==> config.mk <==
export PLATFORM = sky130hd
export DESIGN_NAME = ecsc_front
export DESIGN_NICKNAME = d
export VERILOG_FILES = /design/src/rtl/ecsc_pkg.sv /design/src/rtl/ecsc_front.sv
export SDC_FILE = /design/constraint.sdc
export NUM_CORES = 1
export LEC_CHECK = 0
export BUFFER_PORTS_ARGS = -buffer_cell sky130_fd_sc_hd__clkbuf_2
export CAP_MARGIN = 20
export CORE_MARGIN = 2
export CORE_UTILIZATION = 30
export DETAILED_ROUTE_END_ITERATION = 8
export SLEW_MARGIN = 30
export SYNTH_ARGS = -nofsm -noshare
export SYNTH_HDL_FRONTEND = slang
export SYNTH_SLANG_ARGS = --single-unit
==> constraint.sdc <==
create_clock -name i_clk -period 1.9 [get_ports i_clk]
set_input_delay 0.285 -clock i_clk [delete_from_list [all_inputs] [get_ports i_clk]]
set_output_delay 0.285 -clock i_clk [all_outputs]
set_load 0.005 [all_outputs]
==> src/rtl/ecsc_pkg.sv <==
// Shared types, constants and tables for the envelope compressor with soft clipper.
package ecsc_pkg;

    localparam int IN_WIDTH = 24;
    localparam int MAG_W = 23;
    localparam int COEF_W = 24;
    localparam int CFG_IDX_W = 2;
    localparam int OUT_W = 16;

    localparam logic [CFG_IDX_W-1:0] CFG_ATTACK = 2'd0;
    localparam logic [CFG_IDX_W-1:0] CFG_RELEASE = 2'd1;

    localparam logic [COEF_W-1:0] ATTACK_RESET = 24'd16748107;
    localparam logic [COEF_W-1:0] RELEASE_RESET = 24'd16775760;

    localparam logic [MAG_W-1:0] ENV_MAX = 23'd8388607;
    localparam logic [MAG_W-1:0] THRESH_Q20 = 23'd167772;
    // Log2 of the threshold in Q.16, from the same interpolated table.
    localparam logic [20:0] LG_THRESH = 21'd1137424;
    // Reciprocal of three in Q.21, exact for operands below 2^21.
    localparam logic [19:0] RECIP3_Q21 = 20'd699051;
    localparam logic [15:0] DRIVE_Q14 = 16'd39322;
    localparam logic [15:0] CLAMP_Q15 = 16'd30146;
    localparam logic [16:0] UNITY_Q16 = 17'd65536;

    localparam logic [16:0] LOG2_TAB [17] = '{
        17'd0, 17'd5732, 17'd11136, 17'd16248, 17'd21098, 17'd25711, 17'd30109,
        17'd34312, 17'd38336, 17'd42196, 17'd45904, 17'd49472, 17'd52911,
        17'd56229, 17'd59434, 17'd62534, 17'd65536
    };

    localparam logic [16:0] EXP2N_TAB [17] = '{
        17'd65536, 17'd62757, 17'd60097, 17'd57549, 17'd55109, 17'd52773,
        17'd50535, 17'd48393, 17'd46341, 17'd44376, 17'd42495, 17'd40693,
        17'd38968, 17'd37316, 17'd35734, 17'd34219, 17'd32768
    };

    localparam logic [14:0] TANH_TAB [17] = '{
        15'd0, 15'd6260, 15'd11811, 15'd16234, 15'd19466, 15'd21681, 15'd23135,
        15'd24061, 15'd24640, 15'd24997, 15'd25217, 15'd25350, 15'd25433,
        15'd25482, 15'd25512, 15'd25531, 15'd25542
    };

    typedef struct packed {
        logic             neg;
        logic [MAG_W-1:0] mag;
    } t_item;

    typedef enum logic [2:0] {
        ST_IDLE,
        ST_ENV,
        ST_LG,
        ST_DIV,
        ST_EXP,
        ST_GAIN,
        ST_DRIVE,
        ST_CLIP
    } t_step;

endpackage

==> src/rtl/ecsc_front.sv <==
// Input stage: takes samples and turns them into a saturated magnitude and a sign.
module ecsc_front
    import ecsc_pkg::*;
(
    input  logic                i_clk,
    input  logic                i_rst_n,
    input  logic                i_valid,
    output logic                o_stall,
    input  logic [IN_WIDTH-1:0] i_sample_in,
    output logic                o_push,
    output t_item               o_item,
    input  logic                i_full
);

    logic                       r_vld;
    t_item                      r_item;
    t_item                      n_item;
    logic [IN_WIDTH-1:0]        neg_raw;
    logic [IN_WIDTH+COEF_W-1:0] scaled;
    logic [COEF_W-1:0]          mag24;

    assign o_stall = r_vld && i_full;
    assign o_push = r_vld && !i_full;
    assign o_item = r_item;

    always_comb begin
        neg_raw = i_sample_in[IN_WIDTH-1] ? (IN_WIDTH'(0) - i_sample_in) : i_sample_in;
        // Kept in Q3.20: the magnitude goes over 24 fraction bits and is shifted back.
        scaled = {neg_raw, {COEF_W{1'b0}}} >> IN_WIDTH;
        mag24 = scaled[COEF_W-1:0];
        n_item.neg = i_sample_in[IN_WIDTH-1];
        n_item.mag = mag24[COEF_W-1] ? ENV_MAX : mag24[MAG_W-1:0];
    end

    always_ff @(posedge i_clk) begin
        if (!i_rst_n) begin
            r_vld <= 1'b0;
        end else if (i_valid && !o_stall) begin
            r_vld <= 1'b1;
        end else if (o_push) begin
            r_vld <= 1'b0;
        end
    end

    always_ff @(posedge i_clk) begin
        if (i_valid && !o_stall) begin
            r_item <= n_item;
        end
    end

endmodule

==> reports/metrics.cfg, run 1 <==
[synth]
synth-seq-cells = 25
yosys-top-cells-area = edfxtp_1, mux2i_1, xor2_1
synth_top_area_cell = edfxtp_1
syn_inst = 127
synth_nets = 156
synthDistinctLibCells = 33
ys_seq_area_share_pct = 49.79
synth_commonest_cells = edfxtp_1, nand2_1, a21oi_1, mux2i_1, xor2_1
yosys_warnings = 0
synth_area_sq_um = 1488
synth_edf_count = 24
yosysMostFrequentCell = edfxtp_1
avgSynthCellArea_sq_um = 11.71
synth_top_area_share_pct = 48.44
ys.flop_type = edfxtp_1
synthArstFlopShare_pct = 0

[cts]
htree_num_levels = 1
cts.sinks = 25
clockBufferDepth = 2
path_clk_slew_ns = 0.09
ctsRootBufferMaster = clkbuf_8
worstSkewPairLatency_ns = 0.27
hold_buffers = 0
cts_tree = done
numCtsBuffers = 3

[layout]
ff_latch_area_sq_um = 740.7
drive_above_1_share_pct = 51.64
finalNonFillerCells = 280
fin_util_pct = 45.71
nets = 243
area_growth_syn_to_layout_pct = 46.09
fillers = 480
n_antenna_cell = 0
multi_input_area_sq_um = 729.5

[global_routing]
grtUsageTotal_pct = 13.11
antenna_found_initial = 0
grt_pass1_vias = 1165
grt_overflow = 0
grt_pass1_wl_um = 5444
grt_max_degree = 28

[sta]
rsz0062_at_grt = yes
setup_slack_ns = 0.03125
relSlewSlack_pct = 77.15
period_share_pct = 98.36
finalMaxSlewViolations = 0
timing.fmax_mhz = 535.1
setup_viol = 0
worst_pin_slew_ns = 0.3383
skew_ns = 0.006414
tns_ns = 0
period_needed_ns = 1.869
finalHoldViolCount = 0

[drt]
drt-total-wl_um = 3540
ant_nets = 0
vias = 1299
drc_errors = 0
drt-initial-drc-count = 63
routed_via_density = 4.639
drtPass1Iterations = 4
wire_per_inst_um = 12.64

[critical_path]
cp-end-kind = flip-flop
worst-path-max-fanout = 7
cp-start-kind = input port
worstPathArrival_ns = 1.90
critPathKind = input port to flip-flop
crit_required_ns = 1.93

[power]
powerDensity_nw_per_um2 = 570.4
ir_worst_vdd_v = 0.0002514
power_mw = 1.240
p_leak_nw = 0.9552

[flow_run]
maxCapViolCount = 0

[outcome]
status = completed

[floorplan]
coreArea_sq_um = 4755
die_h_um = 74.42
die_w_um = 74.42
io_pins = 54
dieArea_sq_um = 5538
rows = 25
start_util_pct = 31.29

[placed_design]
pre_cts_slack_ns = -0.3356
dpl.hpwl_um = 2744
gp_congestion = 0.7390
dpl.cell_count = 276
io_buffers = 53

[worst_hold_path]
hold_class = input port to flip-flop

-- through the flow --
stage	hold slack, ns	area, sq um
floorplan	0.3839	1495
global placement	0.5041	2092
detailed placement	0.5047	2092
CTS	0.2236	2145
global route	0.2334	2173
finish	0.2297	2173
-- per-layer routing --
layer	up-vias	track usage (%)	routed length [um]
met5	-	0	0
met4	0	5.754	34
met3	2	1.220	66
met2	21	22.32	1830
met1	619	16.93	1609
li1	657	-	-
-- sequential cells by signal, indices dropped and copies added (netlist names) --
signal / count
o_item: 24
r_vld: 1
-- power breakdown --
| part | switching (mW) | internal (mW) |
|---|---|---|
| Sequential | 0.00987 | 0.655 |
| Clock | 0.168 | 0.150 |
| Combinational | 0.125 | 0.131 |
| Total | 0.303 | 0.937 |
-- what timing repair did --
| item | CTS | global route |
|---|---|---|
| pin swaps | 2 | 0 |
| setup buffers | 0 | 0 |
| gates resized for setup | 2 | 4 |
| endpoints found under the setup margin | 2 | 11 |
| endpoints found under the hold margin | 0 | 0 |
-- logic make-up (layout without fill, tap and decap cells) --
family | after synthesis | in the layout | synth area share (%)
XOR/XNOR | 9 | 9 | 5.299
AO/OA/AOI/OAI | 34 | 34 | 18.08
buffers and inverters | 11 | 97 | 3.868
multiplexers | 10 | 10 | 6.729
adder cells (fa/ha/maj) | 1 | 1 | 0.8409
flip-flops | 25 | 25 | 49.79
AND/OR/NAND/NOR | 37 | 37 | 15.39
-- final timing paths --
path	start	to	cells past startpoint	slack, ns
worst max-delay path	i_sample_in[6]	o_item[22]	6	0.03
worst min-delay path	i_rst_n	r_vld	2	0.23
worst max register to register	r_vld	o_item[19]	3	0.70
worst min register to register	r_vld	r_vld	2	0.62
-- placed cells by master, fill, tap and decap left out, types with 3 or more instances in the layout --
cell and n:
clkbuf_2 53, or4_4 4, clkbuf_8 3, o31ai_1 4
o21ai_1 4, mux2i_1 10, or3_1 5, o31ai_2 4
edfxtp_1 24, xor2_1 8, nand2_1 13, buf_4 36
a21oi_1 11
-- final cells by class --
cell class                      instances  share of cell area, %
Sequential cell                        25                  34.08
Tap cell                               67                  3.857
Multi-Input combinational cell         91                  33.56
Inverter                                2                 0.3454
Clock buffer                            4                  2.073
Timing Repair Buffer                   91                  26.08
-- critical path, stage by stage --
cell	delay, ns
clkbuf_2	0.09
or4_4	0.54
or4_4	0.43
buf_6	0.16
o31a_1	0.23
o21a_1	0.16
Note: power is estimated with default switching activity, not from simulation.
==> run 2, diff against run 1 <==
==> constraint.sdc (replaced) <==
create_clock -name i_clk -period 1.9 [get_ports i_clk]
set_input_delay 0.38 -clock i_clk [delete_from_list [all_inputs] [get_ports i_clk]]
set_output_delay 0.38 -clock i_clk [all_outputs]
set_load 0.005 [all_outputs]
==> run 2 against run 1 <==
  * The flow now finishes with violations (negative setup slack)
  * Cell area increased by 0.29%
  * Maximum frequency down 6.2%
  * Die area unchanged
  * Setup slack got worse by 0.12 ns
  * Power about the same
  * Cell count unchanged
  * Via count down 1.1%
  * Highest routed layer unchanged
==> reports/metrics.cfg, run 2 (synthesis gave the netlist of run 1 again) <==
[critical_path]
critPathKind = input port to flip-flop
cp-end-kind = flip-flop
cp-startpoint = i_sample_in[9]
cp_cell_sequence = buf_6, or4_4, or4_4, o31ai_2, mux2i_1
cp_common_cell = or4_4
crit_required_ns = 1.92
slowest_stage = or4_4
rr_startpoint = r_vld
worstPathArrival_ns = 2.01
worst-path-max-fanout = 7
cp-start-kind = input port
max_stage_delay_ns = 0.58

[sta]
hold_ws_ns = 0.3224
timing.fmax_mhz = 501.9
relSlewSlack_pct = 76.23
finalHoldViolCount = 0
period_share_pct = 104.9
worst_pin_slew_ns = 0.3520
rsz0062_at_grt = yes
skew_ns = 0.003075
period_needed_ns = 1.992
setup_viol = 4
setup_slack_ns = -0.09230
finalMaxSlewViolations = 0

[floorplan]
die_h_um = 74.42
dieArea_sq_um = 5538
io_pins = 54
start_util_pct = 31.29
rows = 25
coreArea_sq_um = 4755
die_w_um = 74.42

[worst_hold_path]
hp-start = i_rst_n
hold_class = input port to flip-flop

[power]
p_int_mw = 0.9389
p_comb_share_pct = 20.8
ir_worst_vdd_v = 0.0002369
powerDensity_nw_per_um2 = 568.5
seq_power_share_pct = 53.7
switching_share_pct = 24.23
p_leak_nw = 0.9590
power_mw = 1.239
p_clk_share_pct = 25.5
switchingPower_mw = 0.3003

[cts]
cts_tree = done
post_cts_buffers = 0
ctsRootBufferMaster = clkbuf_8
path_clk_slew_ns = 0.09
numCtsBuffers = 3
hold_buffers = 0
cts.sinks = 25
clockBufferDepth = 2
worstSkewPairLatency_ns = 0.26
htree_num_levels = 1

[layout]
n_antenna_cell = 0
largest_register_ffs = 24
final_cell_mix = clkbuf_2, buf_4, edfxtp_1, nand2_1, a21oi_1
nets = 243
area_growth_syn_to_layout_pct = 46.51
drive_above_1_share_pct = 52.11
mostFrequentLayoutCell = clkbuf_2

[outcome]
violations = negative setup slack
status = finished, violations left

[placed_design]
dpl.hpwl_um = 2618
io_buffers = 53
pre_cts_slack_ns = -0.4412
gp_congestion = 0.7397

[drt]
drt-initial-drc-count = 95
ant_nets = 0
drc_errors = 0
drt-total-wl_um = 3428
routed_via_density = 4.589
vias = 1285
drtPass1Iterations = 4
wire_per_inst_um = 12.24

[global_routing]
grt_max_degree = 28
grt_overflow = 0
grtUsageTotal_pct = 12.49
antenna_found_initial = 0
grt_pass1_wl_um = 5416
grt_pass1_vias = 1217

[flow_run]
maxCapViolCount = 0

==> run 2: changes by cell type in the layout (fill, tap and decap cells not counted), sizes merged <==
cell / previous run / this run
buf: 38 / 39
clkbuf: 57 / 56
==> run 2: final cells by class <==
| cell class | instances | area [sq um] |
|---|---|---|
| fill | 474 | 2575 |
| sequential | 25 | 740.7 |
| multi-input combinational | 91 | 733.2 |
| timing repair buffer | 91 | 569.3 |
| tap | 67 | 83.83 |
| clock buffer | 4 | 45.04 |
| inverter | 2 | 7.507 |
==> run 2: metrics by stage <==
step / cell area [sq um] / instances / util, % / setup TNS, ns
after floorplan: 1500 / 127 / - / -2.219
after global placement: 2103 / 277 / 44.24 / -6.405
after detailed placement: 2103 / 277 / 44.24 / -6.453
after CTS: 2165 / 281 / 45.53 / -0.1691
after global routing: 2180 / 280 / 45.84 / -0.5477
final: 2180 / 280 / 45.84 / -0.2067
==> run 2: timing repair <==
action	CTS	global route
pin swaps	1	3
gates resized for setup	4	3
endpoints found under the hold margin	0	0
endpoints found under the setup margin	10	9
gates cloned	0	0
==> run 2: path summary, 6_finish.rpt <==
kind	cells past startpoint	end	slack, ns
worst max-delay path	5	o_item[21]	-0.09
worst min-delay path	2	r_vld	0.32
worst max register to register	3	o_item[22]	0.69
worst min register to register	2	r_vld	0.63
==> run 2: critical path, delay by kind of cell <==
| family | cells | cell delay (ns) |
|---|---|---|
| multiplexers | 1 | 0.11 |
| buffers and inverters | 1 | 0.09 |
| AO/OA/AOI/OAI | 1 | 0.32 |
| AND/OR/NAND/NOR | 2 | 1.12 |
==> run 2: per-layer routing <==
layer	share of wire (%)	track usage [%]
met1	45	16.76
met2	50	21.73
met3	3.8	0.4065
met4	0.99	4.167
met5	0	0
==> run 2: power by group through the flow <==
stage	logic [mW]	clock network, mW	registers [mW]
final	0.258	0.316	0.665
after floorplan	0.103	0	0.684
after global placement	0.251	0	0.678
after detailed placement	0.252	0	0.679
after CTS	0.256	0.329	0.666
after global routing	0.287	0.345	0.670
