===== src/rtl/ecsc_pkg.sv =====
// Shared types, constants and tables for the envelope compressor with soft clipper.
package ecsc_pkg;

    localparam int IN_WIDTH = 24;
    localparam int MAG_W = 23;
    localparam int COEF_W = 24;
    localparam int CFG_IDX_W = 2;
    localparam int OUT_W = 16;

    localparam logic [CFG_IDX_W-1:0] CFG_ATTACK = 2'd0;
    localparam logic [CFG_IDX_W-1:0] CFG_RELEASE = 2'd1;

    localparam logic [COEF_W-1:0] ATTACK_RESET = 24'd16748107;
    localparam logic [COEF_W-1:0] RELEASE_RESET = 24'd16775760;

    localparam logic [MAG_W-1:0] ENV_MAX = 23'd8388607;
    localparam logic [MAG_W-1:0] THRESH_Q20 = 23'd167772;
    // Log2 of the threshold in Q.16, from the same interpolated table.
    localparam logic [20:0] LG_THRESH = 21'd1137424;
    // Reciprocal of three in Q.21, exact for operands below 2^21.
    localparam logic [19:0] RECIP3_Q21 = 20'd699051;
    localparam logic [15:0] DRIVE_Q14 = 16'd39322;
    localparam logic [15:0] CLAMP_Q15 = 16'd30146;
    localparam logic [16:0] UNITY_Q16 = 17'd65536;

    localparam logic [16:0] LOG2_TAB [17] = '{
        17'd0, 17'd5732, 17'd11136, 17'd16248, 17'd21098, 17'd25711, 17'd30109,
        17'd34312, 17'd38336, 17'd42196, 17'd45904, 17'd49472, 17'd52911,
        17'd56229, 17'd59434, 17'd62534, 17'd65536
    };

    localparam logic [16:0] EXP2N_TAB [17] = '{
        17'd65536, 17'd62757, 17'd60097, 17'd57549, 17'd55109, 17'd52773,
        17'd50535, 17'd48393, 17'd46341, 17'd44376, 17'd42495, 17'd40693,
        17'd38968, 17'd37316, 17'd35734, 17'd34219, 17'd32768
    };

    localparam logic [14:0] TANH_TAB [17] = '{
        15'd0, 15'd6260, 15'd11811, 15'd16234, 15'd19466, 15'd21681, 15'd23135,
        15'd24061, 15'd24640, 15'd24997, 15'd25217, 15'd25350, 15'd25433,
        15'd25482, 15'd25512, 15'd25531, 15'd25542
    };

    typedef struct packed {
        logic             neg;
        logic [MAG_W-1:0] mag;
    } t_item;

    typedef enum logic [2:0] {
        ST_IDLE,
        ST_ENV,
        ST_LG,
        ST_DIV,
        ST_EXP,
        ST_GAIN,
        ST_DRIVE,
        ST_CLIP
    } t_step;

endpackage


===== src/rtl/ecsc_queue.sv =====
// Two-entry queue between the input stage and the processing sequencer.
module ecsc_queue
    import ecsc_pkg::*;
(
    input  logic  i_clk,
    input  logic  i_rst_n,
    input  logic  i_push,
    input  t_item i_item,
    output logic  o_full,
    output logic  o_valid,
    output t_item o_item,
    input  logic  i_pop
);

    t_item       r_mem [2];
    logic        r_wptr;
    logic        r_rptr;
    logic [1:0]  r_count;

    assign o_full = (r_count == 2'd2);
    assign o_valid = (r_count != 2'd0);
    assign o_item = r_mem[r_rptr];

    always_ff @(posedge i_clk) begin
        if (!i_rst_n) begin
            r_wptr <= 1'b0;
            r_rptr <= 1'b0;
            r_count <= 2'd0;
        end else begin
            if (i_push) begin
                r_wptr <= ~r_wptr;
            end
            if (i_pop) begin
                r_rptr <= ~r_rptr;
            end
            if (i_push && !i_pop) begin
                r_count <= r_count + 2'd1;
            end else if (i_pop && !i_push) begin
                r_count <= r_count - 2'd1;
            end
        end
    end

    always_ff @(posedge i_clk) begin
        if (i_push) begin
            r_mem[r_wptr] <= i_item;
        end
    end

endmodule


===== config.mk =====
export PLATFORM = sky130hd
export DESIGN_NAME = ecsc_queue
export DESIGN_NICKNAME = d
export VERILOG_FILES = /design/src/rtl/ecsc_pkg.sv /design/src/rtl/ecsc_queue.sv
export SDC_FILE = /design/constraint.sdc
export NUM_CORES = 1
export LEC_CHECK = 0
export BUFFER_PORTS_ARGS = -buffer_cell sky130_fd_sc_hd__buf_2
export CORE_MARGIN = 4
export CORE_UTILIZATION = 40
export DETAILED_ROUTE_END_ITERATION = 6
export PLACE_DENSITY = 0.69
export SYNTH_ARGS = -nofsm -noshare
export SYNTH_HDL_FRONTEND = slang
export SYNTH_SLANG_ARGS = --single-unit

===== constraint.sdc =====
create_clock -name i_clk -period 1.9 [get_ports i_clk]
set_clock_uncertainty 0.15 [all_clocks]
set_input_delay 0.38 -clock i_clk [delete_from_list [all_inputs] [get_ports i_clk]]
set_output_delay 0.38 -clock i_clk [all_outputs]
set_load 0.005 [all_outputs]

==> results of run 1 <==
metal layers:
layer	routed length (um)	track usage (%)
met1	1428	14.13
met4	42	3.737
met2	1691	19.18
met5	0	0
met3	207	4.292
worst register-to-register path: stages (launching register included):
cell,delay (ns)
dfxtp_1,0.38
and2_1,0.17
buf_4,0.26
flip-flops by register name, summed over array words and instances, names as in the netlist, named ones only:
signal   cells
r_rptr       1
r_count      2
r_mem       48
r_wptr       1
how the worst max path moves through the flow:
stage / startpoint / end / slack [ns]
floorplan: i_push / r_mem[0][0]$_DFFE_PP_ / 0.28
global placement: flop / o_item[15] / 0.35
detailed placement: i_push / r_count[1]$_SDFFE_PN0P_ / 0.32
CTS: flop / o_item[20] / 0.006
global route: flop / o_item[1] / 0.008
finish: flop / o_item[1] / 0.07
cell families (layout without fill, tap and decap cells):
kind of cell	count (synthesis)	after routing	synth area share (%)
DFF	53	53	78.92
xor gates and xnor gates	3	3	1.346
muxes	24	24	13.84
adders and majority gates	1	1	0.6405
buffers and inverters	4	68	1.217
and+or+nand+nor	9	9	3.011
AOI/OAI and AO/OA	3	3	1.025
report_power, final:
| group | internal, mW | switching, mW | leakage, nW | total [mW] |
|---|---|---|---|---|
| clock network | 0.260 | 0.346 | 0.0374 | 0.606 |
| registers | 1.34 | 0.0215 | 0.492 | 1.36 |
| logic | 0.149 | 0.119 | 0.395 | 0.268 |
layout make-up:
class	count	area, um^2
fillers	403	2293
clock buffers	6	72.57
flip-flops and latches	53	1543
multi-input cells	40	390.4
repair buffers	59	321.6
clock inverters	2	15.01
well taps	67	83.83
inverters	1	3.754
Yosys cell counts:
library cell / n
nor2b_1: 2
buf_4: 2
and2_1: 4
mux2_2: 24
o21a_1: 1
inv_1: 1
xor2_1: 2
xnor2_1: 1
o21ai_0: 1
dfxtp_1: 5
or3_1: 1
buf_2: 1
ha_1: 1
a21boi_1: 1
and2b_2: 1
edfxtp_1: 48
or2_2: 1
==> metrics.md, run 1 <==
| Metric | Value |
|---|---|
| Slew Limit Fails | 0 |
| R2R setup slack | 0.63 ns |
| # hold bufs at CTS | 0 |
| Initial antenna violation count | 0 |
| FF-to-FF End | r_mem[1][9]$_DFFE_PP_ |
| Min cycle time layout | 1.830 ns |
| Synth area leader | edfxtp_1 |
| Buffers on Ports | 53 |
| Reg-to-Reg Start | r_wptr$_SDFFE_PN0P_ |
| Starting Density | 41.35% |
| Part of the cycle the worst path needs | 96.34% |
| Final setup violating endpoints | 0 |
| Final Instance Count excl. Fillers | 228 |
| Power Total | 2.237 mW |
| Post-DR vias/cell | 4.601 |
| Seq/Total Area, Yosys | 78.92% |
| WL per Instance | 14.78 um |
| Antenna viol nets, final | 0 |
| Fin Hold WS | 0.1183 ns |
| Worst VDD drop | 0.5017 mV |
| Vias post-DR | 1049 |
| Worst Hold Depth | 1 |
| Clk buf depth | 2 |
| Leakage Power | 0.9245 nW |
| P&R area growth vs syn | 24.41% |
| DR iter-0 viols | 61 |
| CP Data Required Time | 1.37 ns |
| Slew HR | 83.77% |
| Row count | 25 |
| CTS tree | built |
| Detail Placement HPWL | 2444 um |
| Setup TNS | 0 ns |
| WP buf/inv | 2 |
| Vias in the first global route | 1156 |
| Most frequent cells in the layout | buf_2 (53), edfxtp_1 (48), mux2_2 (24) |
| Status | finished clean |
| Ranking of synthesized cells by area | edfxtp_1 (74%), mux2_2 (14%), dfxtp_1 (5.1%) |
| DIE AREA | 6065 um^2 |
| DP Worst Slack | 0.3225 ns |
| Largest stage delay, worst path | 0.36 ns |
| Final instance area | 2430 um^2 |
| Slew @ Worst Pin | 0.2434 ns |
| Synthesized flop and latch total | 53 |
| Skew-Pair Late Insertion Delay | 0.29 ns |
| Post-CTS setup buffers | 0 |
| IO Count | 54 |
| FMAX | 546.3 MHz |
| Yosys Warn Count | 0 |
| Layout cells sized above 1 | 58.39% |
| # nets final | 189 |
| Cells along the critical path | buf_8 -> mux2_2 -> buf_2 |
| First-pass GRT wire length | 5416 um |
| Hold crit path type | input port to flop |
| Die H | 77.88 um |
| Root Buffer Master | clkbuf_8 |
| Netlist Area Pre-Place | 1953 um^2 |
| Critical path depth in cells | 3 |
| Syn nets | 126 |
| Distinct cells, synth | 17 |
| Post-Syn Area per Cell | 20.14 um^2 |
| Top delay family on crit path | flip-flops |
| RSZ-0062 raised after global routing | false |
| Slowest cell on the critical path | dfxtp_2 |
| DP Area | 2330 um^2 |
| Hold EP | r_mem[1][10]$_DFFE_PP_ |
| Total track usage | 11.64% |
| GPL Wtd Cong | 0.6716 |
| Hold path startpoint | i_item[10] |
| Core area | 4723 um^2 |
| Largest net degree at the start of global routing | 18 |
| Hold Vio Cnt, Final | 0 |
| DRT Wirelength | 3369 um |
| Worst Path Max Fanout | 14 |
| Layout Utilization | 51.44% |
| Type of the worst setup path | flop to output pin |
| Global route total overflow | 0 |
| Final worst-path setup slack | 0.06959 ns |
| Worst R2R Path Depth | 2 |
| Ant. Diodes | 0 |
| Clock transition at path regs | 0.09 ns |
| Drt pass-1 iters | 3 |
| Post-synth top area share | 73.80% |
| Post-Syn Instances | 97 |
| Sink Count | 53 |
| CTS Buf Count | 5 |
| Critical Path AT | 1.30 ns |
| Critical Path Source Type | flop |
| Horiz. Die Dim | 77.88 um |
| Post-CTS resize count | 0 |
| CP Capture Type | output pin |
| Max Cap Viol | 0 |
| Placed insts | 220 |
| CTS H-Tree Depth | 2 |
| Remaining DRCs | 0 |
| PwrDens | 920.7 nW/um^2 |
| Commonest non-fill, non-tap cell in the layout | buf_2 |
Power figures use the tool's default switching activity.
==> run 2, diff against run 1 <==
Settings changed: BUFFER_PORTS_ARGS -buffer_cell sky130_fd_sc_hd__buf_2 to -buffer_cell sky130_fd_sc_hd__buf_4.
==> metrics.md, run 2 (synthesis results as in run 1) <==
| Metric | Value |
|---|---|
| Global route total overflow | 0 (unchanged) |
| Clk buf depth | 2 (unchanged) |
| Hold Vio Cnt, Final | 0 (unchanged) |
| DP Area | 2462 um^2 (+5.7%) |
| Final Instance Count excl. Fillers | 228 (unchanged) |
| CTS tree | built |
| Hold EP | r_mem[0][19]$_DFFE_PP_ |
| Part of the cycle the worst path needs | 97.07% (+0.73 points) |
| Reg-to-Reg Start | r_wptr$_SDFFE_PN0P_ |
| Starting Density | 41.35% (unchanged) |
| Buffers on Ports | 53 (unchanged) |
| Largest net degree at the start of global routing | 18 (unchanged) |
| Status | finished clean |
| Slew Limit Fails | 0 (unchanged) |
| Root Buffer Master | clkbuf_8 |
| IO Count | 54 (unchanged) |
| Clock transition at path regs | 0.09 ns (about the same) |
| CP Data Required Time | 1.37 ns (about the same) |
| FF-to-FF End | r_mem[1][9]$_DFFE_PP_ |
| PwrDens | 889.1 nW/um^2 (-3.4%) |
| Fin Hold WS | 0.1062 ns (-0.01208 ns) |
| # fillers | 402 (-0.25%) |
| Vias post-DR | 1044 (-0.48%) |
| DRT Wirelength | 3363 um (-0.18%) |
| Final instance area | 2570 um^2 (+5.8%) |
| Horiz. Die Dim | 77.88 um (unchanged) |
| Max reg flops | 48 (unchanged) |
| Drt pass-1 iters | 4 (+1) |
| Detail Placement HPWL | 2427 um (-0.70%) |
| DIE AREA | 6065 um^2 (unchanged) |
| Layout cells sized above 1 | 59.01% (+0.62 points) |
| RSZ-0062 raised after global routing | false |
| Remaining DRCs | 0 (unchanged) |
| Leakage Power | 0.9788 nW (+5.9%) |
| Slew HR | 83.91% (+0.14 points) |
| Final setup violating endpoints | 0 (unchanged) |
| Max Cap Viol | 0 (unchanged) |
| DR iter-0 viols | 46 (-25%) |
| Total track usage | 12.03% (+0.39 points) |
| Type of the worst setup path | flop to output pin |
| Critical Path AT | 1.31 ns (about the same) |
| Hold crit path type | input port to flop |
| Row count | 25 (unchanged) |
| # nets final | 189 (unchanged) |
| Post-DR vias/cell | 4.579 (-0.48%) |
| First-pass GRT wire length | 5492 um (+1.4%) |
| Initial antenna violation count | 0 (unchanged) |
| Skew-Pair Late Insertion Delay | 0.30 ns (about the same) |
| FMAX | 542.2 MHz (-0.76%) |
| Worst R2R Path Depth | 2 (unchanged) |
| Die H | 77.88 um (unchanged) |
| Hold path startpoint | i_item[19] |
| Ant. Diodes | 0 (unchanged) |
| GPL Wtd Cong | 0.6659 (-0.85%) |
| CP Capture Type | output pin |
| P&R area growth vs syn | 31.58% |
| Slew @ Worst Pin | 0.2413 ns (-0.002034 ns) |
| Sink Count | 53 (unchanged) |
| Vias in the first global route | 1134 (-1.9%) |
| R2R setup slack | 0.64 ns (about the same) |
| Antenna viol nets, final | 0 (unchanged) |
| Placed insts | 220 (unchanged) |
| Min cycle time layout | 1.844 ns (+0.01393 ns) |
| Core area | 4723 um^2 (unchanged) |
| Worst Path Max Fanout | 14 (unchanged) |
| # hold bufs at CTS | 0 (unchanged) |
| WL per Instance | 14.75 um (-0.18%) |
| CTS Buf Count | 5 (unchanged) |
| Critical Path Source Type | flop |
| Reg with most FFs | r_mem |
| Commonest non-fill, non-tap cell in the layout | buf_4 |
| Worst VDD drop | 0.4586 mV (-8.6%) |
| Setup TNS | 0 ns (unchanged) |
| Largest registers | r_mem (48), r_count (2) |
| Worst Hold Depth | 1 (unchanged) |
| Layout Utilization | 54.41% (+3.0 points) |
| Most frequent cells in the layout | buf_4 (57), edfxtp_1 (48), mux2_2 (24) |
| CTS H-Tree Depth | 2 (unchanged) |
[run 2: worst max-delay path by stage]
stage | endpoint | slack, ns | start | cells past startpoint
after global routing | o_item[20] | 0.009 | flop | 3
after detailed placement | o_item[1] | 0.33 | flop | 3
after floorplan | r_mem[0][0]$_DFFE_PP_ | 0.28 | i_push | 1
after global placement | o_item[1] | 0.34 | flop | 3
final | o_item[1] | 0.06 | flop | 3
after CTS | o_item[8] | 0.0003 | flop | 3
[run 2: metal layers]
metal | up-vias | track usage [%] | routed length (um)
li1 | 490 | - | -
met4 | 0 | 5.338 | 48
met1 | 514 | 13.26 | 1391
met5 | - | 0 | 0
met2 | 36 | 20.46 | 1683
met3 | 4 | 4.640 | 241
[run 2: final cells by class]
type / instances / area, um^2 / area share [%]
tap: 67 / 83.83 / 3.262
clock buffer: 5 / 68.82 / 2.678
multi-input combinational: 40 / 390.4 / 15.19
clock inverter: 3 / 17.52 / 0.6816
sequential: 53 / 1543 / 60.03
inverter: 1 / 3.754 / 0.1461
timing repair buffer: 59 / 462.9 / 18.01
[run 2: power by group]
part / leakage [nW] / switching, mW / total, mW / internal (mW)
Combinational: 0.443 / 0.119 / 0.318 / 0.199
Sequential: 0.492 / 0.0216 / 1.36 / 1.34
Clock: 0.0439 / 0.349 / 0.603 / 0.255
[run 2: critical path, stage by stage (launching register included)]
cell     delay (ns)
dfxtp_2        0.38
buf_12         0.15
mux2_2         0.35
buf_4          0.14
[run 2: through the flow]
step                setup slack [ns]  power [mW]
CTS                        0.0002631       2.316
global placement              0.3351       1.690
finish                       0.05566       2.285
global route                0.009434       2.397
detailed placement            0.3280       1.705
floorplan                     0.2804       1.527
[run 2: repair_timing]
| action | in CTS | in global routing |
|---|---|---|
| setup buffers | 0 | 0 |
| setup endpoints to repair | 14 | 24 |
| resized for setup | 1 | 5 |
==> run 3, diff against run 2 <==
--- a/config.mk
+++ b/config.mk
@@ -6,9 +6,11 @@
 export NUM_CORES = 1
 export LEC_CHECK = 0
-export BUFFER_PORTS_ARGS = -buffer_cell sky130_fd_sc_hd__buf_4
+export BUFFER_PORTS_ARGS = -buffer_cell sky130_fd_sc_hd__buf_2
+export CELL_PAD_IN_SITES_DETAIL_PLACEMENT = 0
+export CELL_PAD_IN_SITES_GLOBAL_PLACEMENT = 1
 export CORE_MARGIN = 4
-export CORE_UTILIZATION = 40
+export CORE_UTILIZATION = 38
 export DETAILED_ROUTE_END_ITERATION = 6
-export PLACE_DENSITY = 0.69
+export PLACE_DENSITY = 0.77
 export SYNTH_ARGS = -nofsm -noshare
 export SYNTH_HDL_FRONTEND = slang
--- a/constraint.sdc
+++ b/constraint.sdc
@@ -3,3 +3,3 @@
 set_input_delay 0.38 -clock i_clk [delete_from_list [all_inputs] [get_ports i_clk]]
 set_output_delay 0.38 -clock i_clk [all_outputs]
-set_load 0.005 [all_outputs]
+set_load 0.01 [all_outputs]
==> metrics.md, run 3 (synthesis results as in run 1) <==
| Metric | Value |
|---|---|
| Hold Vio Cnt, Final | 0 (unchanged) |
| Reg-to-Reg Start | r_wptr$_SDFFE_PN0P_ |
| Reg area | 1543 um^2 (unchanged) |
| Sink Count | 53 (unchanged) |
| WL per Instance | 14.65 um (-0.68%) |
| Final instance area | 2426 um^2 (-5.6%) |
| Reg with most FFs | r_mem |
| Starting Density | 40.28% (-1.1 points) |
| Detail Placement HPWL | 2349 um (-3.2%) |
| Leakage Power | 0.9235 nW (-5.6%) |
| Max Cap Viol | 0 (unchanged) |
| Critical Path AT | 1.33 ns (+0.02 ns) |
| Status | finished clean |
| Worst R2R Path Depth | 2 (unchanged) |
| GPL Wtd Cong | 0.6215 (-6.7%) |
| Root Buffer Master | clkbuf_8 |
| Skew-Pair Late Insertion Delay | 0.30 ns (about the same) |
| PwrDens | 930.8 nW/um^2 (+4.7%) |
| Largest net degree at the start of global routing | 18 (unchanged) |
| Critical Path Source Type | flop |
| Initial antenna violation count | 0 (unchanged) |
| Buffers on Ports | 53 (unchanged) |
| Vias in the first global route | 1118 (-1.4%) |
| Largest registers | r_mem (48), r_count (2) |
| Hold EP | r_mem[0][1]$_DFFE_PP_ |
| Row count | 25 (unchanged) |
| Type of the worst setup path | flop to output pin |
| IO Count | 54 (unchanged) |
| Core area | 4848 um^2 (+2.6%) |
| Most frequent cells in the layout | buf_2 (53), edfxtp_1 (48), mux2_2 (24) |
| FF-to-FF End | r_mem[1][14]$_DFFE_PP_ |
| Worst VDD drop | 0.3545 mV (-23%) |
| Top routing layer in use | met4 |
| P&R area growth vs syn | 24.22% |
| Min cycle time layout | 1.860 ns (+0.01518 ns) |
| Power Total | 2.258 mW (-1.2%) |
| DIE AREA | 6351 um^2 (+4.7%) |
| DRT Wirelength | 3340 um (-0.68%) |
| M1 WL | 1392 um (about the same) |
| Slew HR | 84.35% (+0.44 points) |
| DP Area | 2330 um^2 (-5.4%) |
| FMAX | 537.8 MHz (-0.82%) |
| Drt pass-1 iters | 4 (unchanged) |
| Met2 wire len | 1642 um (-2.4%) |
| Slew @ Worst Pin | 0.2348 ns (-0.006597 ns) |
| Clk buf depth | 2 (unchanged) |
| Metal3 WL | 259 um (+7.5%) |
| CTS tree | built |
| Max reg flops | 48 (unchanged) |
| Layout cells sized above 1 | 58.39% (-0.62 points) |
| Layout Utilization | 50.04% (-4.4 points) |
| Vias post-DR | 1032 (-1.1%) |
| Antenna viol nets, final | 0 (unchanged) |
| Hold path startpoint | i_item[1] |
| Die H | 79.69 um (+2.3%) |
| Worst Hold Depth | 1 (unchanged) |
| Clock transition at path regs | 0.09 ns (about the same) |
| Hold crit path type | input port to flop |
| Commonest non-fill, non-tap cell in the layout | buf_2 |
| Horiz. Die Dim | 79.69 um (+2.3%) |
| Part of the cycle the worst path needs | 97.87% (+0.80 points) |
| Worst Path Max Fanout | 16 (+2) |
| Total track usage | 11.11% (-0.92 points) |
| Ant. Diodes | 0 (unchanged) |
| Remaining DRCs | 0 (unchanged) |
| # fillers | 417 (+3.7%) |
| # nets final | 189 (unchanged) |
| Fin Hold WS | 0.1152 ns (+0.008972 ns) |
| CP Capture Type | output pin |
| First-pass GRT wire length | 5306 um (-3.4%) |
| CTS H-Tree Depth | 2 (unchanged) |
| CTS Buf Count | 5 (unchanged) |
| Global route total overflow | 0 (unchanged) |
| CP Data Required Time | 1.37 ns (about the same) |
| R2R setup slack | 0.69 ns (+0.05 ns) |
| Post-CTS setup buffers | 0 (unchanged) |
| Slew Limit Fails | 0 (unchanged) |
| Post-DR vias/cell | 4.526 (-1.1%) |
| DR iter-0 viols | 29 (-37%) |
| Setup TNS | 0 ns (unchanged) |
| Final setup violating endpoints | 0 (unchanged) |
| Multi-input gate area | 390.4 um^2 (unchanged) |
| RSZ-0062 raised after global routing | true |
==> run 3: area by class of cell <==
| cell class | count | share of cell area (%) |
|---|---|---|
| Sequential cell | 53 | 63.59 |
| Timing Repair Buffer | 59 | 13.10 |
| Clock inverter | 2 | 0.6189 |
| Multi-Input combinational cell | 40 | 16.09 |
| Tap cell | 67 | 3.455 |
| Inverter | 1 | 0.1547 |
| Clock buffer | 6 | 2.991 |
==> run 3: worst max-delay path by stage <==
stage	start	end	slack, ns
2_1_floorplan	i_push	r_mem[0][0]$_DFFE_PP_	0.28
3_3_place_gp	flop	o_item[12]	0.31
3_5_place_dp	flop	o_item[12]	0.28
4_1_cts	flop	o_item[12]	0.02
5_1_grt	flop	o_item[12]	-0.01
6_report	flop	o_item[12]	0.04
==> run 3: critical path, cell delays in order, from the launching register on <==
cell     delay [ns]
dfxtp_2        0.35
buf_8          0.17
mux2_2         0.36
buf_2          0.14
==> run 3: timing repair <==
action / CTS / global route
hold buffers: 0 / 0
gates resized for setup: 3 / 0
endpoints found under the setup margin: 16 / 3
cloned: 0 / 0
endpoints found under the hold margin: 0 / 0
==> run 3: metal layers <==
| metal | up-vias | track usage [%] |
|---|---|---|
| met5 | - | 0 |
| met4 | 0 | 4.124 |
| li1 | 496 | - |
| met2 | 37 | 18.53 |
| met1 | 494 | 13.44 |
| met3 | 5 | 3.499 |
==> run 3: through the flow <==
stage / worst slack, ns / std cells
4_1_cts: 0.02249 / 228
6_report: 0.04047 / 228
3_3_place_gp: 0.3126 / 220
3_5_place_dp: 0.2803 / 220
2_1_floorplan: 0.2804 / 97
5_1_grt: -0.01104 / 228
==> run 3: report_power, final <==
part / total [mW] / switching, mW / internal, mW / leakage (nW)
clock network: 0.606 / 0.346 / 0.260 / 0.0374
logic: 0.290 / 0.141 / 0.149 / 0.394
registers: 1.36 / 0.0209 / 1.34 / 0.492
total: 2.26 / 0.508 / 1.75 / 0.924
